**src/rtl/kst_pkg.sv**
```systemverilog
// ----------------------------------------------------------------------------
// kst_pkg
// Shared types, constants and key maps of the keyboard scancode translator.
// ----------------------------------------------------------------------------
package kst_pkg;

  // command queue depth, even and at least 4 (two banks hold alternate slots)
  localparam int QD = 32;
  localparam int QA = $clog2(QD);
  localparam int CW = $clog2(QD + 1);
  localparam int BANK_DEPTH = QD / 2;

  localparam logic [1:0] FUNC_SCAN  = 2'd0;
  localparam logic [1:0] FUNC_POLL  = 2'd1;
  localparam logic [1:0] FUNC_START = 2'd2;

  localparam logic [7:0] SC_ACK          = 8'hFA;
  localparam logic [7:0] SC_RESEND       = 8'hFE;
  localparam logic [7:0] SC_CAPS         = 8'h3A;
  localparam logic [7:0] SC_NUM          = 8'h45;
  localparam logic [7:0] SC_SCROLL       = 8'h46;
  localparam logic [7:0] SC_LSHIFT_MAKE  = 8'h2A;
  localparam logic [7:0] SC_RSHIFT_MAKE  = 8'h36;
  localparam logic [7:0] SC_LSHIFT_BREAK = 8'hAA;
  localparam logic [7:0] SC_RSHIFT_BREAK = 8'hB6;
  localparam logic [7:0] LED_COMMAND     = 8'hED;
  localparam logic [6:0] LOWER_OFFSET    = 7'h20;

  typedef struct packed {
    logic [1:0] func;
    logic [7:0] scancode;
  } in_t;

  typedef struct packed {
    logic       char_valid;
    logic [6:0] char_code;
    logic       send_valid;
    logic [7:0] send_byte;
    logic       dropped;
  } out_t;

  // request from the decoder to the command queue
  typedef struct packed {
    logic       enq;
    logic [7:0] led_byte;
    logic       ack;
    logic       resend;
  } qreq_t;

  typedef struct packed {
    logic       send_valid;
    logic [7:0] send_byte;
    logic       dropped;
  } qres_t;

  // base + off modulo QD, base below QD and off at most QD
  function automatic logic [QA-1:0] slot_add(logic [QA-1:0] base, logic [CW-1:0] off);
    logic [CW:0] s;
    s = (CW+1)'(base) + (CW+1)'(off);
    if (s >= (CW+1)'(QD)) s = s - (CW+1)'(QD);
    return s[QA-1:0];
  endfunction

  function automatic logic [6:0] plain_map(logic [6:0] sc);
    logic [6:0] c;
    case (sc)
      7'h01: c = 7'h60; 7'h02: c = 7'h31; 7'h03: c = 7'h32; 7'h04: c = 7'h33;
      7'h05: c = 7'h34; 7'h06: c = 7'h35; 7'h07: c = 7'h36; 7'h08: c = 7'h37;
      7'h09: c = 7'h38; 7'h0A: c = 7'h39; 7'h0B: c = 7'h30; 7'h0C: c = 7'h2D;
      7'h0D: c = 7'h3D; 7'h0E: c = 7'h08;
      7'h10: c = 7'h51; 7'h11: c = 7'h57; 7'h12: c = 7'h45; 7'h13: c = 7'h52;
      7'h14: c = 7'h54; 7'h15: c = 7'h59; 7'h16: c = 7'h55; 7'h17: c = 7'h49;
      7'h18: c = 7'h4F; 7'h19: c = 7'h50; 7'h1A: c = 7'h5B; 7'h1B: c = 7'h5D;
      7'h1C: c = 7'h0A; 7'h1E: c = 7'h41; 7'h1F: c = 7'h53;
      7'h20: c = 7'h44; 7'h21: c = 7'h46; 7'h22: c = 7'h47; 7'h23: c = 7'h48;
      7'h24: c = 7'h4A; 7'h25: c = 7'h4B; 7'h26: c = 7'h4C; 7'h27: c = 7'h3B;
      7'h28: c = 7'h27; 7'h2B: c = 7'h5C; 7'h2C: c = 7'h5A; 7'h2D: c = 7'h58;
      7'h2E: c = 7'h43; 7'h2F: c = 7'h56;
      7'h30: c = 7'h42; 7'h31: c = 7'h4E; 7'h32: c = 7'h4D; 7'h33: c = 7'h2C;
      7'h34: c = 7'h2E; 7'h35: c = 7'h2F; 7'h37: c = 7'h2A; 7'h39: c = 7'h20;
      7'h47: c = 7'h37; 7'h48: c = 7'h38; 7'h49: c = 7'h39; 7'h4A: c = 7'h2D;
      7'h4B: c = 7'h34; 7'h4C: c = 7'h35; 7'h4D: c = 7'h36; 7'h4E: c = 7'h2B;
      7'h4F: c = 7'h31;
      7'h50: c = 7'h32; 7'h51: c = 7'h33; 7'h52: c = 7'h30; 7'h53: c = 7'h2E;
      7'h73: c = 7'h5C; 7'h7D: c = 7'h5C;
      default: c = 7'h00;
    endcase
    return c;
  endfunction

  // shifted map only differs from the plain one on symbol keys
  function automatic logic [6:0] shifted_map(logic [6:0] sc);
    logic [6:0] c;
    case (sc)
      7'h01: c = 7'h7E; 7'h02: c = 7'h21; 7'h03: c = 7'h40; 7'h04: c = 7'h23;
      7'h05: c = 7'h24; 7'h06: c = 7'h25; 7'h07: c = 7'h5E; 7'h08: c = 7'h26;
      7'h09: c = 7'h2A; 7'h0A: c = 7'h28; 7'h0B: c = 7'h29; 7'h0C: c = 7'h5F;
      7'h0D: c = 7'h2B; 7'h1A: c = 7'h7B; 7'h1B: c = 7'h7D; 7'h27: c = 7'h3A;
      7'h28: c = 7'h22; 7'h2B: c = 7'h7C; 7'h33: c = 7'h3C; 7'h34: c = 7'h3E;
      7'h35: c = 7'h3F; 7'h73: c = 7'h5F; 7'h7D: c = 7'h7C;
      default: c = plain_map(sc);
    endcase
    return c;
  endfunction

endpackage

```
**src/rtl/kst_ram.sv**
```systemverilog
// ----------------------------------------------------------------------------
// kst_ram
// Generic single write port, single read port RAM with registered read.
// ----------------------------------------------------------------------------
module kst_ram #(
  parameter int WIDTH = 8,
  parameter int DEPTH = 16
) (
  input  logic                     clk,
  input  logic                     we,
  input  logic [$clog2(DEPTH)-1:0] waddr,
  input  logic [WIDTH-1:0]         wdata,
  input  logic [$clog2(DEPTH)-1:0] raddr,
  output logic [WIDTH-1:0]         rdata
);

  logic [WIDTH-1:0] mem [DEPTH];

  // read returns the old word on a same-address write
  always_ff @(posedge clk) begin
    if (we) begin
      mem[waddr] <= wdata;
    end
    rdata <= mem[raddr];
  end

endmodule

```
**src/rtl/kst_decode.sv**
```systemverilog
// ----------------------------------------------------------------------------
// kst_decode
// Scancode to ASCII translation, shift tracking and lock LED handling.
// ----------------------------------------------------------------------------
module kst_decode import kst_pkg::*; (
  input  logic       clk,
  input  logic       rst_n,
  input  logic       go,
  input  in_t        in_data,
  input  logic [2:0] initial_leds,
  output logic [6:0] char_code,
  output qreq_t      req
);

  logic [1:0] shift_r, shift_nxt;
  logic [2:0] lock_r, lock_nxt;
  logic [7:0] sc;
  logic [6:0] ch_raw;
  logic       is_lock;

  assign sc = in_data.scancode;
  assign is_lock = (sc == SC_CAPS) || (sc == SC_NUM) || (sc == SC_SCROLL);

  always_comb begin
    ch_raw = 7'h00;
    if (!sc[7]) begin
      ch_raw = (shift_r != 2'b00) ? shifted_map(sc[6:0]) : plain_map(sc[6:0]);
    end
    char_code = 7'h00;
    if (in_data.func == FUNC_SCAN) begin
      char_code = ch_raw;
      // letters come out lower case unless exactly one of shift and caps
      if (ch_raw >= 7'h41 && ch_raw <= 7'h5A && (lock_r[2] == (shift_r != 2'b00))) begin
        char_code = ch_raw + LOWER_OFFSET;
      end
    end
  end

  always_comb begin
    shift_nxt    = shift_r;
    lock_nxt     = lock_r;
    req.enq      = 1'b0;
    req.ack      = 1'b0;
    req.resend   = 1'b0;
    if (go) begin
      unique case (in_data.func)
        FUNC_SCAN: begin
          if (sc == SC_LSHIFT_MAKE)  shift_nxt[0] = 1'b1;
          if (sc == SC_RSHIFT_MAKE)  shift_nxt[1] = 1'b1;
          if (sc == SC_LSHIFT_BREAK) shift_nxt[0] = 1'b0;
          if (sc == SC_RSHIFT_BREAK) shift_nxt[1] = 1'b0;
          if (sc == SC_CAPS)   lock_nxt[2] = ~lock_r[2];
          if (sc == SC_NUM)    lock_nxt[1] = ~lock_r[1];
          if (sc == SC_SCROLL) lock_nxt[0] = ~lock_r[0];
          req.enq    = is_lock;
          req.ack    = (sc == SC_ACK);
          req.resend = (sc == SC_RESEND);
        end
        FUNC_START: begin
          lock_nxt = initial_leds;
          req.enq  = 1'b1;
        end
        default: begin
        end
      endcase
    end
    req.led_byte = {5'b00000, lock_nxt};
  end

  always_ff @(posedge clk) begin
    if (!rst_n) begin
      shift_r <= 2'b00;
      lock_r  <= 3'b000;
    end else begin
      shift_r <= shift_nxt;
      lock_r  <= lock_nxt;
    end
  end

endmodule

```
**src/rtl/kst_queue.sv**
```systemverilog
// ----------------------------------------------------------------------------
// kst_queue
// Keyboard command queue in two RAM banks with ACK and resend handling.
// ----------------------------------------------------------------------------
module kst_queue import kst_pkg::*; (
  input  logic  clk,
  input  logic  rst_n,
  input  logic  go,
  input  qreq_t req,
  output qres_t res
);

  logic [QA-1:0] head_r, head_nxt;
  logic [CW-1:0] count_r, count_nxt;
  logic          aw_r, aw_nxt;
  logic [7:0]    pend_r, pend_nxt;
  logic          fwd_v_r, fwd_v_nxt;
  logic [7:0]    fwd_b_r, fwd_b_nxt;

  logic          aw1, resend_v, we0, we1, deq, hit0, hit1;
  logic [CW-1:0] cnt1, cnt2;
  logic [QA-1:0] slot0, slot1;
  logic [7:0]    stored, head_byte;

  logic          b0_we, b1_we;
  logic [QA-2:0] b0_waddr, b1_waddr, raddr;
  logic [7:0]    b0_wdata, b1_wdata, b0_rdata, b1_rdata;

  always_comb begin
    aw1      = req.ack ? 1'b0 : aw_r;
    resend_v = req.resend & aw_r;

    // two appends at most: the led command then the led byte
    we0   = req.enq && (count_r < CW'(QD));
    cnt1  = count_r + CW'(we0);
    we1   = req.enq && (cnt1 < CW'(QD));
    cnt2  = cnt1 + CW'(we1);
    slot0 = slot_add(head_r, count_r);
    slot1 = slot_add(slot0, CW'(1));

    // an empty queue can only be served by the led command written just now
    stored    = fwd_v_r ? fwd_b_r : (head_r[0] ? b1_rdata : b0_rdata);
    head_byte = (count_r == '0) ? LED_COMMAND : stored;

    deq       = go && !aw1 && (cnt2 != '0);
    head_nxt  = deq ? slot_add(head_r, CW'(1)) : head_r;
    count_nxt = cnt2 - CW'(deq);
    aw_nxt    = deq | aw1;
    pend_nxt  = deq ? head_byte : pend_r;

    // adjacent slots sit in opposite banks
    b0_we    = (we0 && !slot0[0]) || (we1 && !slot1[0]);
    b0_waddr = !slot0[0] ? slot0[QA-1:1] : slot1[QA-1:1];
    b0_wdata = !slot0[0] ? LED_COMMAND : req.led_byte;
    b1_we    = (we0 && slot0[0]) || (we1 && slot1[0]);
    b1_waddr = slot0[0] ? slot0[QA-1:1] : slot1[QA-1:1];
    b1_wdata = slot0[0] ? LED_COMMAND : req.led_byte;
    raddr    = head_nxt[QA-1:1];

    // a write to the slot being read is not yet seen by the registered read
    hit0      = we0 && (slot0 == head_nxt);
    hit1      = we1 && (slot1 == head_nxt);
    fwd_v_nxt = hit0 | hit1;
    fwd_b_nxt = hit0 ? LED_COMMAND : req.led_byte;

    res.send_valid = deq | resend_v;
    res.send_byte  = deq ? head_byte : (resend_v ? pend_r : 8'h00);
    res.dropped    = req.enq && !(we0 && we1);
  end

  kst_ram #(.WIDTH(8), .DEPTH(BANK_DEPTH)) u_bank0 (
    .clk   (clk),
    .we    (b0_we),
    .waddr (b0_waddr),
    .wdata (b0_wdata),
    .raddr (raddr),
    .rdata (b0_rdata)
  );

  kst_ram #(.WIDTH(8), .DEPTH(BANK_DEPTH)) u_bank1 (
    .clk   (clk),
    .we    (b1_we),
    .waddr (b1_waddr),
    .wdata (b1_wdata),
    .raddr (raddr),
    .rdata (b1_rdata)
  );

  always_ff @(posedge clk) begin
    if (!rst_n) begin
      head_r  <= '0;
      count_r <= '0;
      aw_r    <= 1'b0;
      pend_r  <= 8'h00;
      fwd_v_r <= 1'b0;
    end else begin
      head_r  <= head_nxt;
      count_r <= count_nxt;
      aw_r    <= aw_nxt;
      pend_r  <= pend_nxt;
      fwd_v_r <= fwd_v_nxt;
    end
  end

  always_ff @(posedge clk) begin
    fwd_b_r <= fwd_b_nxt;
  end

endmodule

```
**src/rtl/keyboard_scancode_translator.sv**
```systemverilog
// ----------------------------------------------------------------------------
// keyboard_scancode_translator
// Set 1 scancode to ASCII front end with lock LED command queue.
// ----------------------------------------------------------------------------
// Usage:
//   in_valid/in_stall/in_data carry one request: a received keyboard byte,
//   a poll, or a start that loads the lock LEDs from cfg and queues the LED
//   command. Every request gives exactly one result on out_valid/out_stall/
//   out_data: the translated character, a byte to send to the keyboard (new
//   or resent) and a flag for a command byte lost to a full queue.
//   The result is in the output register the cycle after the request is
//   taken. Throughput is one request per cycle when not stalled; the
//   queue state is read, updated and written back in that cycle, with the
//   registered RAM read covered by forwarding of the last written slot.
//   While out_stall holds a result, in_stall is raised and nothing is taken.
//   cfg_we/cfg_wdata write the initial LED bits, to be done while idle.
//   Synchronous reset clears shift, lock, queue pointers and the ACK wait;
//   no clearing pass is needed, the queue starts empty at once.
// ----------------------------------------------------------------------------
module keyboard_scancode_translator import kst_pkg::*; (
  input  logic       clk,
  input  logic       rst_n,
  input  logic       in_valid,
  output logic       in_stall,
  input  in_t        in_data,
  output logic       out_valid,
  input  logic       out_stall,
  output out_t       out_data,
  input  logic       cfg_we,
  input  logic [2:0] cfg_wdata
);

  logic [2:0] init_leds_r;
  logic       out_valid_r, out_valid_nxt;
  out_t       out_data_r, out_data_nxt;
  logic       go;
  logic [6:0] char_code;
  qreq_t      req;
  qres_t      res;

  assign in_stall = out_valid_r & out_stall;
  assign go       = in_valid & ~in_stall;

  kst_decode u_decode (
    .clk          (clk),
    .rst_n        (rst_n),
    .go           (go),
    .in_data      (in_data),
    .initial_leds (init_leds_r),
    .char_code    (char_code),
    .req          (req)
  );

  kst_queue u_queue (
    .clk   (clk),
    .rst_n (rst_n),
    .go    (go),
    .req   (req),
    .res   (res)
  );

  always_comb begin
    out_valid_nxt           = go | (out_valid_r & out_stall);
    out_data_nxt.char_valid = (char_code != 7'h00);
    out_data_nxt.char_code  = char_code;
    out_data_nxt.send_valid = res.send_valid;
    out_data_nxt.send_byte  = res.send_byte;
    out_data_nxt.dropped    = res.dropped;
  end

  always_ff @(posedge clk) begin
    if (!rst_n) begin
      init_leds_r <= 3'b000;
      out_valid_r <= 1'b0;
    end else begin
      if (cfg_we) begin
        init_leds_r <= cfg_wdata;
      end
      out_valid_r <= out_valid_nxt;
    end
  end

  always_ff @(posedge clk) begin
    if (go) begin
      out_data_r <= out_data_nxt;
    end
  end

  assign out_valid = out_valid_r;
  assign out_data  = out_data_r;

endmodule
```
**config.mk**
```make
export PLATFORM = sky130hd
export DESIGN_NAME = keyboard_scancode_translator
export DESIGN_NICKNAME = d
export VERILOG_FILES = /design/src/rtl/kst_pkg.sv /design/src/rtl/kst_ram.sv /design/src/rtl/kst_decode.sv /design/src/rtl/kst_queue.sv /design/src/rtl/keyboard_scancode_translator.sv
export SDC_FILE = /design/constraint.sdc
export NUM_CORES = 1
export LEC_CHECK = 0
export BUFFER_PORTS_ARGS = -buffer_cell sky130_fd_sc_hd__clkbuf_2
export CORE_MARGIN = 2
export CORE_UTILIZATION = 41
export DETAILED_ROUTE_END_ITERATION = 6
export PLACE_DENSITY = 0.53
export SKIP_LAST_GASP = 1
export SLEW_MARGIN = 5
export SYNTH_ARGS = -nofsm -noshare
export SYNTH_HDL_FRONTEND = slang
export SYNTH_HIERARCHICAL = 1
export SYNTH_SLANG_ARGS = --single-unit
```
**constraint.sdc**
```tcl
create_clock -name clk -period 16.8 [get_ports clk]
set_input_delay 2.52 -clock clk [delete_from_list [all_inputs] [get_ports clk]]
set_output_delay 2.52 -clock clk [all_outputs]
set_load 0.1 [all_outputs]
```
; ---- After elaboration in Yosys (flattened, before gate mapping)
; Memories as Yosys holds them, arrays and structs flattened. A register that Yosys moved wholly into a read port is not among the register bits.
; Index checks and enable logic that the tools add are counted.
[word_totals]
in_bits = 18
reg_bits = 56
out_inout_bits = 20
mem_bits_ro = 1792
ram_bits = 256
mem_count = 4
[memory_table]
columns = name, depth, width, rd, rd_ports_with_merged_regs, wr, line_no
row1 = (no name shown), 128, 7, 1, 0, 0, kst_pkg.sv:66  ; case (sc)
row2 = (no name shown), 128, 7, 1, 0, 0, kst_pkg.sv:66
row3 = u_queue.u_bank0.mem, 16, 8, 1, 1, 1, kst_ram.sv:17  ; logic [WIDTH-1:0] mem [DEPTH];
row4 = u_queue.u_bank1.mem, 16, 8, 1, 1, 1, kst_ram.sv:17
[op_classes]
n_addsub = 10
magnitude_cmp = 7
bitwise = 11
n_reduce_logical = 33
n_mux = 37
eq_ne = 36
[ops]
columns = op, n
row1 = $pmux 7 s21, 1
row2 = $mux 8, 8
row3 = $eq 7x4->1 const B, 6
row4 = $eq 7x6->1 const B, 6
row5 = $eq 8x8->1 const B, 4
row6 = $eq 7x3->1 const B, 4
row7 = $mux 7, 4
row8 = $eq 8x6->1 const B, 3
row9 = $mux 5, 4
row10 = $eq 8x7->1 const B, 2
row11 = $sub 5x1->5 const B, 3
row12 = $eq 7x2->1 const B, 2
row13 = $eq 7x5->1 const B, 2
row14 = $eq 7x7->1 const B, 2
row15 = $logic_and 1x1->1, 14
row16 = $mux 1, 13
row17 = $add 5x1->6 const B, 2
row18 = $add 6x1->6, 2
row19 = $ge 6x6->1 const B, 2
row20 = $lt 6x6->1 const B, 2
row21 = $eq 5x5->1, 2
row22 = $mux 4, 2
row23 = $add 5x6->7, 1
row24 = $add 7x6->7 const B, 1
row25 = 23 further kinds, 42

; ---- Logic depth before layout (Yosys ltp)
[logic_depth]
word_depth = 16
ltp_mapped = 30
mapped_depth_nobuf = 27

; ---- Cells and area by module
; Netlist, hierarchy kept.
[by_module_without_submodules]
columns = mod, area_per_inst_um2, seq_area_each_um2, cells_each, n_inst
row1 = kst_ram, 5147.4, 4003.8, 229, 2
row2 = kst_queue, 2387.3, 580.6, 288, 1
row3 = kst_decode, 2238.4, 100.1, 354, 1
row4 = keyboard_scancode_translator, 704.4, 620.6, 34, 1

; ---- Least setup slack after synthesis
; No wires, ideal clock.
[synth_path]
path_kind = input-to-reg
from = input out_stall
to = register u_queue.u_bank0.rdata[4], read port of u_queue.u_bank0.mem
path_buffers = 2
stages = 27
slack_ps = 7985
required_time_ps = 16680
arrival_ps = 8695
path_cell_list = and2_1 nor2b_1 nand2b_1 clkbuf_1 a21oi_1 nor2b_1 ha_1 and3_1 and3_1 xnor2_1 nand2_1 inv_1 ha_1 ha_1 o21ai_0 o21ai_1 a32o_1 o211a_1 o21ai_1 nand2_1 inv_1 nand2_1 xnor2_1 buf_2 mux4_2 a22oi_1 nand2_1
[synth_lines]
columns = element, line_no
row1 = from (decl), keyboard_scancode_translator.sv:27  ; input logic out_stall,
row2 = to (decl), kst_ram.sv:14  ; output logic [WIDTH-1:0] rdata

==> qor.csv <==
metric,value,unit
Vias/cell,5.65,
vias,9572,
clock share of power,30.7,%
top_reg_cell synth,edfxtp_1,
Sw Share,31.8,%
sw power,0.787,mW
library cells used by synthesis,93,
Site Rows,71,
CTS Buf Count,35,
Post-Synthesis Cells,1134,
TritonRoute pass-1 iters,5,
H-tree Lvls,2,
period utilization,58.3,%
met3 wire length,2070,um
worst setup path class,in -> reg,
Comb power frac,26.4,%
main combinational cell family by area after synthesis,simple AND/OR/NAND/NOR gates,
compound-cell area share of the yosys netlist,9.53,%
multiplexer share of the synthesized area,11.6,%
Post-DP HPWL,24100,um
static leakage,5.90,nW
"Req. time, crit path",17.20,ns
Synth Area in XOR/XNOR,1.96,%
Peak VDD IR,0.0000758,V
core area,37600,sq um
RSZ-0062 raised after global routing,false,
wl on met1,16600,um
worst-path maximum fanout,65,
yosys warns,6,
"Seq/Total Area, Yosys",59.6,%
total track usage,18.5,%
number of global-route vias before repair,9314,
cts hold-fix bufs,0,
Post-Synth Simple-Gate Area,11.9,%
status,completed,
part of the power in registers,42.8,%
first-pass GRT wire length,56100,um
FF+latch area,9310,sq um
Internal,1.68,mW
Final Skew,0.0201,ns
root buffer cell,clkbuf_16,
# clock sinks,328,
Post-Place Worst Slack,6.43,ns
Arrival @ worst endpoint,10.19,ns
# IOs,38,
most frequent cell after synthesis,edfxtp_1,
grt ovf,0,
Synth-to-Final Area Change,10.8,%
die height,199,um
Slew headroom,22.2,%
CP startpoint kind,input port,
Async SR Flop Fraction,0,%
share of layout cells above drive strength 1,15.7,%
Routability Congestion,0.925,
Multi-input gate area,5870,sq um
CP Capture Type,flip-flop,
adder-cell share of the synthesized area,2.29,%
synthesized flop and latch total,328,
Fmax,102,MHz
CTS tree,built,
Remaining DRCs,0,
slowest cell on the critical path,buf_4,
pwr/cell area,143,nW/um^2
nets@finish,1203,
"slowest stage delay, CP",0.74,ns
endpoints failing hold,0,
post-layout util,46.1,%
drt initial violations,966,
Synth top cells by count,"edfxtp_1, nand2_1, nor2_1",
Die Area,39700,sq um
antenna violations before repair,0,
Post-synth EDFFs,274,
HP Class,reg -> reg,
clock transition at the registers of the reported paths,0.06,ns
routed wl met2,16400,um
Final TNS setup,0,ns
Yosys top cell area share,52.7,%
max layer used,met4,
Worst-Skew Late Latency,0.52,ns
routed len/inst,21.1,um
Synth area leader,edfxtp_1,
max-slew violation count,0,
clk buf depth,3,
post-cts sizing count,0,
worst-margin pin slew,1.17,ns
crit path time final,9.79,ns
Final ANT Viol Nets,0,
n_diodes,0,
hold_ws,0.470,ns
largest net degree at the start of global routing,66,
largest cells by area after synthesis,"edfxtp_1, dfxtp_1, mux4_2, mux4_1, ha_1",
PortBufs,37,
Mapped Area,15600,sq um
Initial Util,41.6,%
DRT Wirelength,35800,um
Final WS setup,7.01,ns
# setup viols final,0,
number of max-cap violations,0,
DIE WIDTH,199,um
filler cell count,3299,
Post-Synthesis Mean Instance Area,13.8,sq um
Post-CTS Setup Repair Bufs,0,
-- routing by layer --
metal	global-route usage (%)	up-vias
met5	0	-
met4	4.92	0
met1	27.0	4767
met2	29.0	311
li1	-	4436
met3	2.65	58
-- power by group through the flow --
stage          clock [mW]  sequential [mW]  combinational (mW)
2_1_floorplan           0             1.11               0.449
3_3_place_gp            0             1.08               0.649
3_5_place_dp            0             1.08               0.649
4_1_cts             0.778             1.06               0.652
5_1_grt             0.813             1.07               0.723
6_report            0.760             1.06               0.653
-- registers in the layout, indices dropped and copies added, names as in the netlist, 5 cells and up --
| register | count |
|---|---|
| u_queue/u_bank1/rdata | 8 |
| u_queue/u_bank0/mem | 128 |
| u_queue/head_r | 5 |
| u_queue/fwd_b_r | 8 |
| out_data | 18 |
| u_queue/u_bank0/rdata | 8 |
| u_queue/u_bank1/mem | 128 |
| u_queue/pend_r | 8 |
| u_queue/count_r | 6 |
-- per-stage QoR --
step / instance area, sq um / std cells / power, mW
floorplan: 15600 / 1138 / 1.56
global placement: 16200 / 1631 / 1.73
detailed placement: 16200 / 1631 / 1.73
CTS: 17300 / 1695 / 2.49
global route: 17300 / 1695 / 2.60
finish: 17300 / 1695 / 2.47
-- final timing paths --
check / from / end / slack, ns / cells after the start
setup / recovery: in_data[0] / u_queue/u_bank0/rdata[2] / 7.01 / 29
hold / removal: u_queue/pend_r[1] / u_queue/pend_r[1] / 0.47 / 2
setup reg to reg: out_valid / u_queue/u_bank0/rdata[2] / 9.25 / 27
hold reg to reg: u_queue/pend_r[1] / u_queue/pend_r[1] / 0.47 / 2
-- cell usage in the layout, fill, tap and decap left out, types with 7 or more instances in the layout --
cell type	synthesis	layout
a21oi_1	27	27
a22oi_1	40	40
a31oi_1	11	11
and2_1	26	26
and3_1	7	7
buf_4	10	14
clkbuf_1	21	9
clkbuf_16	0	35
clkbuf_2	0	37
clkinv_2	0	7
dfxtp_1	54	54
edfxtp_1	274	274
ha_1	27	27
inv_1	15	15
mux2_2	13	13
mux2i_1	12	12
mux4_1	28	28
mux4_2	36	36
nand2_1	87	87
nand2b_1	20	20
nand3_1	22	22
nand3b_1	7	7
nor2_1	79	79
nor2b_1	22	21
nor3_1	29	27
o211a_1	8	8
o21a_1	8	8
o21ai_0	39	39
or2_1	7	7
or2_2	10	9
or3_1	10	10
xnor2_1	24	23
xor2_1	11	11
-- cell families (layout without fill, tap and decap cells) --
group | count (synthesis) | in the layout
compound gates | 206 | 206
xor+xnor | 35 | 35
fa+ha+maj | 28 | 28
buf+inv | 86 | 132
flops | 328 | 328
mux | 89 | 89
other cells | 1 | 5
simple gates | 361 | 361
-- worst max-delay path: cells and delay by family --
kind	cells	cell delay, ns
compound gates	7	1.91
fa+ha+maj	4	0.89
mux	1	0.41
xor+xnor	2	0.23
simple gates	9	2.35
buf+inv	6	1.84
-- area by class of cell --
| type | count | share of cell area, % |
|---|---|---|
| inverters | 17 | 0.369 |
| clock inverters | 20 | 1.31 |
| flip-flops and latches | 328 | 53.8 |
| clock buffers | 44 | 5.26 |
| repair buffers | 51 | 1.68 |
| multi-input cells | 724 | 33.9 |
| well taps | 511 | 3.69 |
(Power assumes the default switching activity.)
